File: src/rtl/spectral_peak_dissonance_defines.svh
// assertion macros for the spectral peak dissonance rtl
`ifndef SPECTRAL_PEAK_DISSONANCE_DEFINES_SVH
`define SPECTRAL_PEAK_DISSONANCE_DEFINES_SVH
`ifndef SYNTHESIS
`define SPD_ASSERT_IMP(lbl, clk, rst, ante, cons) \
  lbl: assert property (@(posedge clk) disable iff (rst) (ante) |-> (cons)) \
    else $error("spd check failed");
`define SPD_ASSERT_NXT(lbl, clk, rst, ante, cons) \
  lbl: assert property (@(posedge clk) disable iff (rst) (ante) |=> (cons)) \
    else $error("spd check failed");
`else
`define SPD_ASSERT_IMP(lbl, clk, rst, ante, cons)
`define SPD_ASSERT_NXT(lbl, clk, rst, ante, cons)
`endif
`endif

File: src/rtl/spd_queue.sv
// short shift queue between the front end and the back end
module spd_queue #(
  parameter int WIDTH = 8,
  parameter int DEPTH = 4
) (
  input  logic             clk,
  input  logic             rst,
  input  logic             wr,
  input  logic [WIDTH-1:0] wr_data,
  output logic             full,
  input  logic             rd,
  output logic [WIDTH-1:0] rd_data,
  output logic             empty
);

  localparam int NW = $clog2(DEPTH + 1);

  logic [WIDTH-1:0] entry [DEPTH];
  logic [NW-1:0]    count;
  logic [NW-1:0]    wr_pos;

  assign full    = (32'(count) == 32'(DEPTH));
  assign empty   = (count == '0);
  assign rd_data = entry[0];
  assign wr_pos  = count - NW'(rd);

  // a write into the slot being shifted takes priority over the shift
  always_ff @(posedge clk) begin
    for (int idx = 0; idx < DEPTH - 1; idx++) begin
      if (wr && (32'(wr_pos) == idx)) begin
        entry[idx] <= wr_data;
      end else if (rd) begin
        entry[idx] <= entry[idx + 1];
      end
    end
    if (wr && (32'(wr_pos) == DEPTH - 1)) begin
      entry[DEPTH-1] <= wr_data;
    end
  end

  always_ff @(posedge clk) begin
    if (rst) begin
      count <= '0;
    end else begin
      count <= count + NW'(wr) - NW'(rd);
    end
  end

endmodule

File: config.mk
export PLATFORM = sky130hd
export DESIGN_NAME = spd_queue
export DESIGN_NICKNAME = d
export VERILOG_FILES = /design/src/rtl/spectral_peak_dissonance_defines.svh /design/src/rtl/spd_queue.sv
export SDC_FILE = /design/constraint.sdc
export NUM_CORES = 1
export LEC_CHECK = 0
export ABC_AREA = 0
export BUFFER_PORTS_ARGS = -buffer_cell sky130_fd_sc_hd__buf_2
export CAP_MARGIN = 30
export CORE_MARGIN = 4
export CORE_UTILIZATION = 60
export CTS_CLUSTER_SIZE = 10
export DETAILED_ROUTE_END_ITERATION = 10
export GPL_TIMING_DRIVEN = 0
export PLACE_DENSITY_LB_ADDON = 0.25
export SLEW_MARGIN = 0
export SYNTH_ARGS = -nofsm -noshare
export SYNTH_HDL_FRONTEND = slang
export SYNTH_SLANG_ARGS = --single-unit
File: constraint.sdc
create_clock -name clk -period 6.9 [get_ports clk]
set_input_delay 1.38 -clock clk [delete_from_list [all_inputs] [get_ports clk]]
set_output_delay 1.38 -clock clk [all_outputs]
set_load 0.01 [all_outputs]
==> qor.tcl, run 1 <==
set qor(run_status) {completed}
set qor(cts_tree) {built}
set qor(fp-row-count) 18
set qor(die_x_um) 59.06
set qor(chipHeight_um) 59.06
set qor(critPathLaunchType) {input pin}
set qor(worst_hold_path_cell_count) 1
set qor(drt_drc_violations_left) 0
set qor(hp-class) {reg -> reg}
set qor(tightestPinTransition_ns) 0.7435
set qor(core_area_um2) 2477
set qor(grt.overflow.total) 0
set qor(tritoncts_buffers) 5
set qor(floorplan.die_area_um2) 3487
set qor(max_freq_mhz) 316.2
set qor(cellLeakagePower_nw) 0.7253
set qor(critical_path_cell_count) 6
set qor(most-common-layout-cells) {sky130_fd_sc_hd__edfxtp_1, sky130_fd_sc_hd__buf_2, sky130_fd_sc_hd__mux2_2}
set qor(drt-total-wl_mm) 2.684
set qor(route.detailed.vias_per_inst) 5.516
set qor(routabilityCongestion) 0.7494
set qor(area.growth.synth_to_final_pct) 16.88
set qor(initial_antenna_violation_count) 0
set qor(path_type_of_the_worst_setup_path) {in -> reg}
set qor(antenna_left) 0
set qor(iteration_0_drc_count_of_the_detailed_router) 14
set qor(wire_length_of_the_first_global_routing_pass_mm) 4.243
set qor(synth_seq_cells) 35
set qor(cts_hold_buf) 0
set qor(final_hold_viol_count) 0
set qor(wire_per_inst_um) 17.54
set qor(power_density_nw_per_um2) 331.8
set qor(use_met2_pct) 29.18
set qor(yosys_warnings) 0
set qor(clock_slew_at_reported_path_ffs_ns) 0.11
set qor(ir_drop_v) 0.0002826
set qor(groute.usage.overall_pct) 17.64
set qor(cts-root-buf) {sky130_fd_sc_hd__clkbuf_4}
set qor(via_count_of_the_first_global_routing_pass) 854
set qor(r2r_cells) 6
set qor(cts_sinks) 35
set qor(synth_top_area_share_pct) 61.44
set qor(fillers) 164
set qor(cts_buffer_depth) 2
set qor(synth_area_leaders) {sky130_fd_sc_hd__edfxtp_1, sky130_fd_sc_hd__mux2_2, sky130_fd_sc_hd__mux2_4}
set qor(globalRouteMet3Util_pct) 4.793
set qor(timing.critical_path.required_ns) 6.94
set qor(setup-tns-final_ns) 0
set qor(drive_above_1_share_pct) 49.59
set qor(crit_fanout) 5
set qor(synthesized_net_count) 108
set qor(dp_hpwl_mm) 1.903
set qor(post_synth.cell_area_avg_um2) 17.19
set qor(h-tree-depth) 2
set qor(antenna-diode-count) 0
set qor(postLayoutCellArea_um2) 1828
set qor(timing.critical_path.cells) {buf_2 > ha_1 > ha_1 > xor2_2 > nor3_1 > buf_2}
set qor(finalSetupViolations) 0
set qor(drtPass1Iterations) 4
set qor(largest_net_degree_at_the_start_of_global_routing) 12
set qor(cp_data_arrival_time_ns) 3.21
set qor(placedInstanceArea_um2) 1727
set qor(buffers_on_ports) 21
set qor(worst_clock_skew_ns) 0.01021
set qor(timing.final.crit_share_pct) 45.83
set qor(critical_path.n_buffers_inverters) 2
set qor(final_nets) 139
set qor(cp_slowest_stage_delay_ns) 0.64
set qor(area_of_the_mapped_netlist_um2) 1564
set qor(timing.max_slew.rel_slack_pct) 50.05
set qor(unrepaired_setup_endpoints_after_global_routing) {false}
set qor(clkLatencyLatePin_ns) 0.33
set qor(cts_setup_buffers) 0
set qor(finalMaxSlewViolations) 0
set qor(drv_cap) 0
set qor(initial_utilization_pct) 63.13
set qor(min_period_ns) 3.162
set qor(end_kind) {flop}
set qor(cts_resized) 0
set qor(route.vias.total) 844
set qor(boundaryPins) 22
set qor(cp_top_family) {simple AND/OR/NAND/NOR gates}
set qor(netlist-cell-type-count) 21
set qor(crit_path_top_delay_cell) {sky130_fd_sc_hd__nor3_1}
set qor(portion_of_the_post_synthesis_area_used_by_sequential_elements_pct) 65.28
set qor(largest_area_contributor_in_the_netlist) {sky130_fd_sc_hd__edfxtp_1}
set qor(mostFrequentLayoutCell) {sky130_fd_sc_hd__edfxtp_1}
set qor(global_route.usage.met1_pct) 21.05
set qor(netlist_instances) 91
set qor(grt-busiest-layer) {met2}
-- cell type report --
class | instances | area [um2] | share of cell area, %
clock inverters | 2 | 60.06 | 3.285
well taps | 30 | 37.54 | 2.053
inverters | 6 | 22.52 | 1.232
repair buffers | 24 | 125.1 | 6.845
plain buffers | 1 | 11.26 | 0.6160
flip-flops and latches | 35 | 1021 | 55.85
multi-input cells | 49 | 509.2 | 27.86
clock buffers | 6 | 41.29 | 2.259
-- per-layer routing --
metal  vias up  share of wire, %
li1        403                 -
met1       409                42
met2        25                51
met3         7               5.3
met4         0               2.3
met5         -                 0
-- state kept, by name (all words and copies together) (netlist names) --
signal	cells
count	3
entry	32
-- kinds of logic (layout without fill, tap and decap cells) --
kind of cell	Yosys count	count (layout)	share of synthesized area (%)
DFF	35	35	65.28
muxes	24	24	19.20
and+or+nand+nor	10	10	3.280
buffers and inverters	7	39	2.160
AOI/OAI and AO/OA	6	6	2.880
adders and majority gates	5	5	4.480
xor gates and xnor gates	4	4	2.721
-- per-stage QoR --
stage                     setup WS [ns]  std cells  hold slack, ns  utilization [%]  power [mW]
after CTS                         3.747        153          0.5604            73.79      0.6117
after detailed placement          3.403        145          0.5349            69.70      0.4316
after global placement            3.258        142          0.5290            68.89      0.4194
final                             3.738        153          0.5522            73.79      0.6065
after floorplan                   3.796         91          0.5248                -      0.3873
after global routing              3.654        153          0.5825            73.79      0.6359
-- worst paths after layout --
path                              start               endpoint  slack (ns)
hold / removal    entry[2][1]$_DFFE_PP_  entry[1][1]$_DFFE_PP_        0.55
hold reg to reg   entry[2][1]$_DFFE_PP_  entry[1][1]$_DFFE_PP_        0.55
setup reg to reg    count[0]$_SDFF_PP0_  entry[3][7]$_DFFE_PP_        4.52
setup / recovery                     rd  entry[3][7]$_DFFE_PP_        3.74
-- cells in the mapped netlist --
master,number
sky130_fd_sc_hd__xor2_2,1
sky130_fd_sc_hd__a31o_2,1
sky130_fd_sc_hd__nand3b_1,1
sky130_fd_sc_hd__nand3_1,1
sky130_fd_sc_hd__nor2b_1,1
sky130_fd_sc_hd__a31o_1,1
sky130_fd_sc_hd__xnor2_1,3
sky130_fd_sc_hd__inv_1,6
sky130_fd_sc_hd__o21ai_2,2
sky130_fd_sc_hd__buf_6,1
sky130_fd_sc_hd__nand2_1,1
sky130_fd_sc_hd__o21ai_0,2
sky130_fd_sc_hd__nor3_1,2
sky130_fd_sc_hd__fa_1,1
sky130_fd_sc_hd__ha_1,4
sky130_fd_sc_hd__and3_2,1
sky130_fd_sc_hd__dfxtp_1,3
sky130_fd_sc_hd__mux2_2,16
sky130_fd_sc_hd__nor2_1,3
sky130_fd_sc_hd__mux2_4,8
sky130_fd_sc_hd__edfxtp_1,32
-- power by group --
part | switching [mW] | total (mW) | leakage (nW) | internal, mW
clock network | 0.0678 | 0.181 | 0.0525 | 0.113
registers | 0.0167 | 0.289 | 0.334 | 0.272
logic | 0.0704 | 0.136 | 0.339 | 0.0661
No activity file was read; power rests on OpenSTA's default activity.
==> run 2, diff against run 1 <==
- CORE_UTILIZATION: 60 -> 55
- clock period: 6.9 -> 3.1 ns (I/O delays scaled with it)
==> qor.tcl, run 2 (synthesis gave the netlist of run 1 again) <==
set qor(clock_slew_at_reported_path_ffs_ns) 0.10 ;# about the same
set qor(route.detailed.vias_per_inst) 5.299 ;# -3.9%
set qor(finalMaxSlewViolations) 0 ;# unchanged
set qor(final_hold_viol_count) 0 ;# unchanged
set qor(drv_cap) 0 ;# unchanged
set qor(finalNonFillerCells) 154 ;# +0.65%
set qor(worst_clock_skew_ns) 0.006407 ;# -0.003800 ns
set qor(crit_fanout) 5 ;# unchanged
set qor(top_register) {entry}
set qor(route.vias.total) 816 ;# -3.3%
set qor(hp-class) {in -> reg}
set qor(boundaryPins) 22 ;# unchanged
set qor(core_area_um2) 2734 ;# +10%
set qor(crit_path_start) {rd}
set qor(h-tree-depth) 2 ;# unchanged
set qor(timing.max_slew.rel_slack_pct) 57.05 ;# +7.0 points
set qor(rr_startpoint) {count[0]$_SDFF_PP0_}
set qor(cts_buffer_depth) 2 ;# unchanged
set qor(cellLeakagePower_nw) 0.7180 ;# -1.0%
set qor(iteration_0_drc_count_of_the_detailed_router) 19 ;# +5
set qor(finalSetupViolations) 0 ;# unchanged
set qor(initial_antenna_violation_count) 0 ;# unchanged
set qor(tightestPinTransition_ns) 0.6375 ;# -0.1059 ns
set qor(cp_data_arrival_time_ns) 2.30 ;# -0.91 ns
set qor(tritoncts_buffers) 5 ;# unchanged
set qor(initial_utilization_pct) 57.21 ;# -5.9 points
set qor(area.growth.synth_to_final_pct) 15.84
set qor(drt-total-wl_mm) 2.269 ;# -15%
set qor(p_sw_share_pct) 26.74 ;# +1.2 points
set qor(share_of_power_burned_in_combinational_logic_pct) 23.9 ;# +1.4 points
set qor(buffers_on_ports) 21 ;# unchanged
set qor(run_status) {completed}
set qor(critPathLaunchType) {input pin}
set qor(reg_top3) {entry: 32 flops, count: 3 flops}
set qor(dp_hpwl_mm) 1.688 ;# -11%
set qor(placedInstanceArea_um2) 1730 ;# +0.22%
set qor(via_count_of_the_first_global_routing_pass) 793 ;# -7.1%
set qor(timing.final.crit_share_pct) 72.28
set qor(fp-row-count) 19 ;# +1
set qor(cts_setup_buffers) 0 ;# unchanged
set qor(chipHeight_um) 61.33 ;# +3.8%
set qor(groute.usage.overall_pct) 13.68 ;# -4.0 points
set qor(most-common-layout-cells) {sky130_fd_sc_hd__edfxtp_1, sky130_fd_sc_hd__buf_2, sky130_fd_sc_hd__mux2_2}
set qor(power_report.internal_total_mw) 0.9247 ;# +100%
set qor(antenna-diode-count) 0 ;# unchanged
set qor(antenna_left) 0 ;# unchanged
set qor(floorplan.die_area_um2) 3761 ;# +7.8%
set qor(switching_power_mw) 0.3376 ;# +120%
set qor(cts_hold_buf) 0 ;# unchanged
set qor(pwr-share-clk_pct) 25.5 ;# -4.3 points
set qor(ir_drop_v) 0.0005433 ;# +92%
set qor(cts_sinks) 35 ;# unchanged
set qor(drt_drc_violations_left) 0 ;# unchanged
set qor(unrepaired_setup_endpoints_after_global_routing) {false}
set qor(die_x_um) 61.33 ;# +3.8%
set qor(clkLatencyLatePin_ns) 0.34 ;# about the same
set qor(sequentialPowerShare_pct) 50.6 ;# +2.9 points
set qor(largest_net_degree_at_the_start_of_global_routing) 13 ;# +1
set qor(timing.critical_path.required_ns) 3.16 ;# -3.78 ns
set qor(place_worst_setup_slack_ns) 0.4474 ;# -2.956 ns
set qor(power_density_nw_per_um2) 696.7 ;# +110%
set qor(wire_length_of_the_first_global_routing_pass_mm) 3.532 ;# -17%
set qor(final_nets) 139 ;# unchanged
set qor(wire_per_inst_um) 14.73 ;# -16%
set qor(grt.overflow.total) 0 ;# unchanged
set qor(drive_above_1_share_pct) 50.41 ;# +0.81 points
set qor(setup-tns-final_ns) 0 ;# unchanged
set qor(final_util_pct) 66.27 ;# -7.5 points
set qor(fin_worst_hold_slack_ns) 0.4530 ;# -0.09923 ns
set qor(path_type_of_the_worst_setup_path) {in -> reg}
set qor(drtPass1Iterations) 4 ;# unchanged
set qor(cts-root-buf) {sky130_fd_sc_hd__clkbuf_4}
set qor(postLayoutCellArea_um2) 1812 ;# -0.89%
set qor(min_period_ns) 2.241
set qor(routabilityCongestion) 0.8073 ;# +7.7%
set qor(end_kind) {flop}
set qor(max_freq_mhz) 446.3
set qor(cts_resized) 0 ;# unchanged
set qor(mostFrequentLayoutCell) {sky130_fd_sc_hd__edfxtp_1}
set qor(min_from) {rst}
set qor(cts_tree) {built}
set qor(largest_register_ffs) 32 ;# unchanged
set qor(total_power_mw) 1.262 ;# +110%
set qor(setup_ws_ns) 0.8593 ;# -2.878 ns
set qor(placed_cells) 146 ;# +0.69%
## run 2: cell count changes in the layout (fill, tap and decap cells not counted), sizes merged
cell and change:
bufinv -1, clkinv +2, clkbuf -1
## run 2: path summary, 6_finish.rpt
path / end / cells after the start / slack, ns
hold / removal: count[1]$_SDFF_PP0_ / 2 / 0.45
setup / recovery: entry[2][7]$_DFFE_PP_ / 6 / 0.86
setup reg to reg: entry[2][7]$_DFFE_PP_ / 6 / 0.92
hold reg to reg: entry[2][0]$_DFFE_PP_ / 1 / 0.56
## run 2: power groups by stage
stage / Combinational (mW) / Clock, mW / Sequential (mW)
floorplan: 0.207 / 0 / 0.655
global placement: 0.284 / 0 / 0.649
detailed placement: 0.304 / 0 / 0.651
CTS: 0.306 / 0.330 / 0.640
global route: 0.330 / 0.351 / 0.647
finish: 0.302 / 0.322 / 0.638
## run 2: layer usage
metal	GRT usage (%)	part of all wire (%)	routed length, um
met2	23.72	53	1205
met5	0	0	0
met4	4.644	1.1	25
met1	14.74	40	901
met3	6.289	6.0	137
## run 2: layout make-up
| type | instances | area (um2) |
|---|---|---|
| clock buffers | 5 | 37.54 |
| well taps | 31 | 38.79 |
| repair buffers | 24 | 127.6 |
| inverters | 6 | 22.52 |
| clock inverters | 3 | 43.79 |
| flip-flops and latches | 35 | 1021 |
| plain buffers | 1 | 11.26 |
| multi-input cells | 49 | 509.2 |
| fillers | 205 | 922.1 |
## run 2: critical path: stages
cell and delay (ns):
sky130_fd_sc_hd__buf_2 0.13, sky130_fd_sc_hd__ha_1 0.25, sky130_fd_sc_hd__ha_1 0.25, sky130_fd_sc_hd__xor2_2 0.22, sky130_fd_sc_hd__o21ai_0 0.56, sky130_fd_sc_hd__buf_4 0.26
==> run 3, diff against run 2 <==
- CORE_UTILIZATION: 55 -> 50
- clock period: 3.1 -> 2 ns (I/O delays scaled with it)
==> qor.tcl, run 3 (synthesis gave the netlist of run 1 again) <==
set qor(die_x_um) 63.93 ;# +4.2%
set qor(cts_buffer_depth) 2 ;# unchanged
set qor(power_density_nw_per_um2) 1016 ;# +46%
set qor(total_power_mw) 1.932 ;# +53%
set qor(initial_utilization_pct) 51.65 ;# -5.6 points
set qor(final_hold_viol_count) 0 ;# unchanged
set qor(clkLatencyLatePin_ns) 0.33 ;# about the same
set qor(boundaryPins) 22 ;# unchanged
set qor(max_freq_mhz) 520.0
set qor(cp_data_arrival_time_ns) 2.01 ;# -0.29 ns
set qor(wire_per_inst_um) 16.44 ;# +12%
set qor(drive_above_1_share_pct) 57.48 ;# +7.1 points
set qor(min_from) {rst}
set qor(fp-row-count) 20 ;# +1
set qor(worst_clock_skew_ns) 0.008442 ;# +0.002035 ns
set qor(most-common-layout-cells) {sky130_fd_sc_hd__edfxtp_1, sky130_fd_sc_hd__buf_2, sky130_fd_sc_hd__mux2_2}
set qor(iteration_0_drc_count_of_the_detailed_router) 17 ;# -2
set qor(rr_startpoint) {count[0]$_SDFF_PP0_}
set qor(antenna-diode-count) 0 ;# unchanged
set qor(clock_slew_at_reported_path_ffs_ns) 0.10 ;# about the same
set qor(run_status) {completed}
set qor(route.detailed.vias_per_inst) 5.135 ;# -3.1%
set qor(critPathLaunchType) {flop}
set qor(crit_path_start) {count[0]$_SDFF_PP0_}
set qor(groute.usage.overall_pct) 15.96 ;# +2.3 points
set qor(wire_length_of_the_first_global_routing_pass_mm) 4.671 ;# +32%
set qor(final_nets) 143 ;# +2.9%
set qor(grt.overflow.total) 0 ;# unchanged
set qor(place_worst_setup_slack_ns) -0.4044 ;# -0.8518 ns
set qor(ir_drop_v) 0.0007702 ;# +42%
set qor(h-tree-depth) 2 ;# unchanged
set qor(cellLeakagePower_nw) 0.7365 ;# +2.6%
set qor(drt_drc_violations_left) 0 ;# unchanged
set qor(finalMaxSlewViolations) 0 ;# unchanged
set qor(end_kind) {flop}
set qor(routabilityCongestion) 0.7136 ;# -12%
set qor(crit_fanout) 8 ;# +3
set qor(timing.final.crit_share_pct) 96.15
set qor(hp-class) {in -> reg}
set qor(postLayoutCellArea_um2) 1902 ;# +5.0%
set qor(core_area_um2) 3028 ;# +11%
set qor(drv_cap) 0 ;# unchanged
set qor(timing.critical_path.required_ns) 2.09 ;# -1.07 ns
set qor(chipHeight_um) 63.93 ;# +4.2%
set qor(timing.max_slew.rel_slack_pct) 75.17 ;# +18 points
set qor(cts-root-buf) {sky130_fd_sc_hd__clkbuf_4}
set qor(min_period_ns) 1.923
set qor(largest_register_ffs) 32 ;# unchanged
set qor(setup-tns-final_ns) 0 ;# unchanged
set qor(unrepaired_setup_endpoints_after_global_routing) {false}
set qor(dp_hpwl_mm) 1.909 ;# +13%
set qor(buffers_on_ports) 21 ;# unchanged
set qor(cts_tree) {built}
set qor(via_count_of_the_first_global_routing_pass) 960 ;# +21%
set qor(top_register) {entry}
set qor(floorplan.die_area_um2) 4087 ;# +8.7%
set qor(tightestPinTransition_ns) 0.3704 ;# -0.2671 ns
set qor(finalSetupViolations) 0 ;# unchanged
set qor(drt-total-wl_mm) 2.811 ;# +24%
set qor(path_type_of_the_worst_setup_path) {reg -> reg}
set qor(final_util_pct) 62.81 ;# -3.5 points
set qor(mostFrequentLayoutCell) {sky130_fd_sc_hd__edfxtp_1}
set qor(largest_net_degree_at_the_start_of_global_routing) 11 ;# -2
set qor(tritoncts_buffers) 5 ;# unchanged
set qor(cts_sinks) 35 ;# unchanged
set qor(antenna_left) 0 ;# unchanged
set qor(route.vias.total) 878 ;# +7.6%
set qor(drtPass1Iterations) 4 ;# unchanged
set qor(setup_ws_ns) 0.07700 ;# -0.7823 ns
set qor(initial_antenna_violation_count) 0 ;# unchanged
set qor(reg_top3) {entry: 32 flops, count: 3 flops}
set qor(placedInstanceArea_um2) 1747 ;# +0.94%
set qor(area.growth.synth_to_final_pct) 21.60
set qor(cts_hold_buf) 0 ;# unchanged
## run 3: changes by cell type in the layout (fill, tap and decap cells not counted), moves of 2 or more
cell,previous run,this run
sky130_fd_sc_hd__o21ai_4,0,2
sky130_fd_sc_hd__dfxtp_2,0,2
sky130_fd_sc_hd__buf_4,3,6
sky130_fd_sc_hd__ha_1,4,2
sky130_fd_sc_hd__clkbuf_1,0,2
sky130_fd_sc_hd__o21ai_0,2,0
sky130_fd_sc_hd__dfxtp_1,3,1
## run 3: area by class of cell
class / instances / area, um2
Fill cell: 224 / 1126
Sequential cell: 35 / 1023
Multi-Input combinational cell: 49 / 569.3
Timing Repair Buffer: 28 / 170.2
Tap cell: 44 / 55.05
Clock buffer: 7 / 45.04
Inverter: 6 / 22.52
Buffer: 1 / 11.26
Clock inverter: 1 / 5.005
## run 3: worst paths after layout
path / end / slack (ns) / cells past startpoint
max: entry[0][2]$_DFFE_PP_ / 0.08 / 7
min: count[1]$_SDFF_PP0_ / 0.25 / 2
max reg2reg: entry[0][2]$_DFFE_PP_ / 0.08 / 7
min reg2reg: entry[0][6]$_DFFE_PP_ / 0.55 / 1
## run 3: report_power, final
group / switching, mW / internal (mW) / leakage, nW
Combinational: 0.281 / 0.285 / 0.373
Sequential: 0.0636 / 0.942 / 0.335
Clock: 0.222 / 0.137 / 0.0293
## run 3: worst max-delay path, stage by stage, from the launching register on
cell                      delay (ns)
sky130_fd_sc_hd__dfxtp_2        0.35
sky130_fd_sc_hd__inv_2          0.05
sky130_fd_sc_hd__ha_4           0.16
sky130_fd_sc_hd__ha_2           0.22
sky130_fd_sc_hd__xor2_4         0.23
sky130_fd_sc_hd__o21ai_4        0.19
sky130_fd_sc_hd__buf_12         0.14
sky130_fd_sc_hd__mux2_2         0.34
## run 3: metal layers
layer	vias to the layer above	global-route usage, %	wire length (um)
li1	410	-	-
met4	0	8.086	57
met2	30	28.39	1565
met1	429	15.99	1056
met5	-	0	0
met3	9	6.151	132
## run 3: what timing repair did
action	4_1_cts	5_1_grt
buffers inserted	3	1
setup endpoints to repair	45	34
pin swaps	2	1
gates resized for setup	8	7
## run 3: metrics by stage
stage,instances,hold slack (ns)
6_report,171,0.2486
5_1_grt,171,0.2367
4_1_cts,170,0.2535
3_5_place_dp,159,0.5403
3_3_place_gp,156,0.5297
2_1_floorplan,91,0.4667
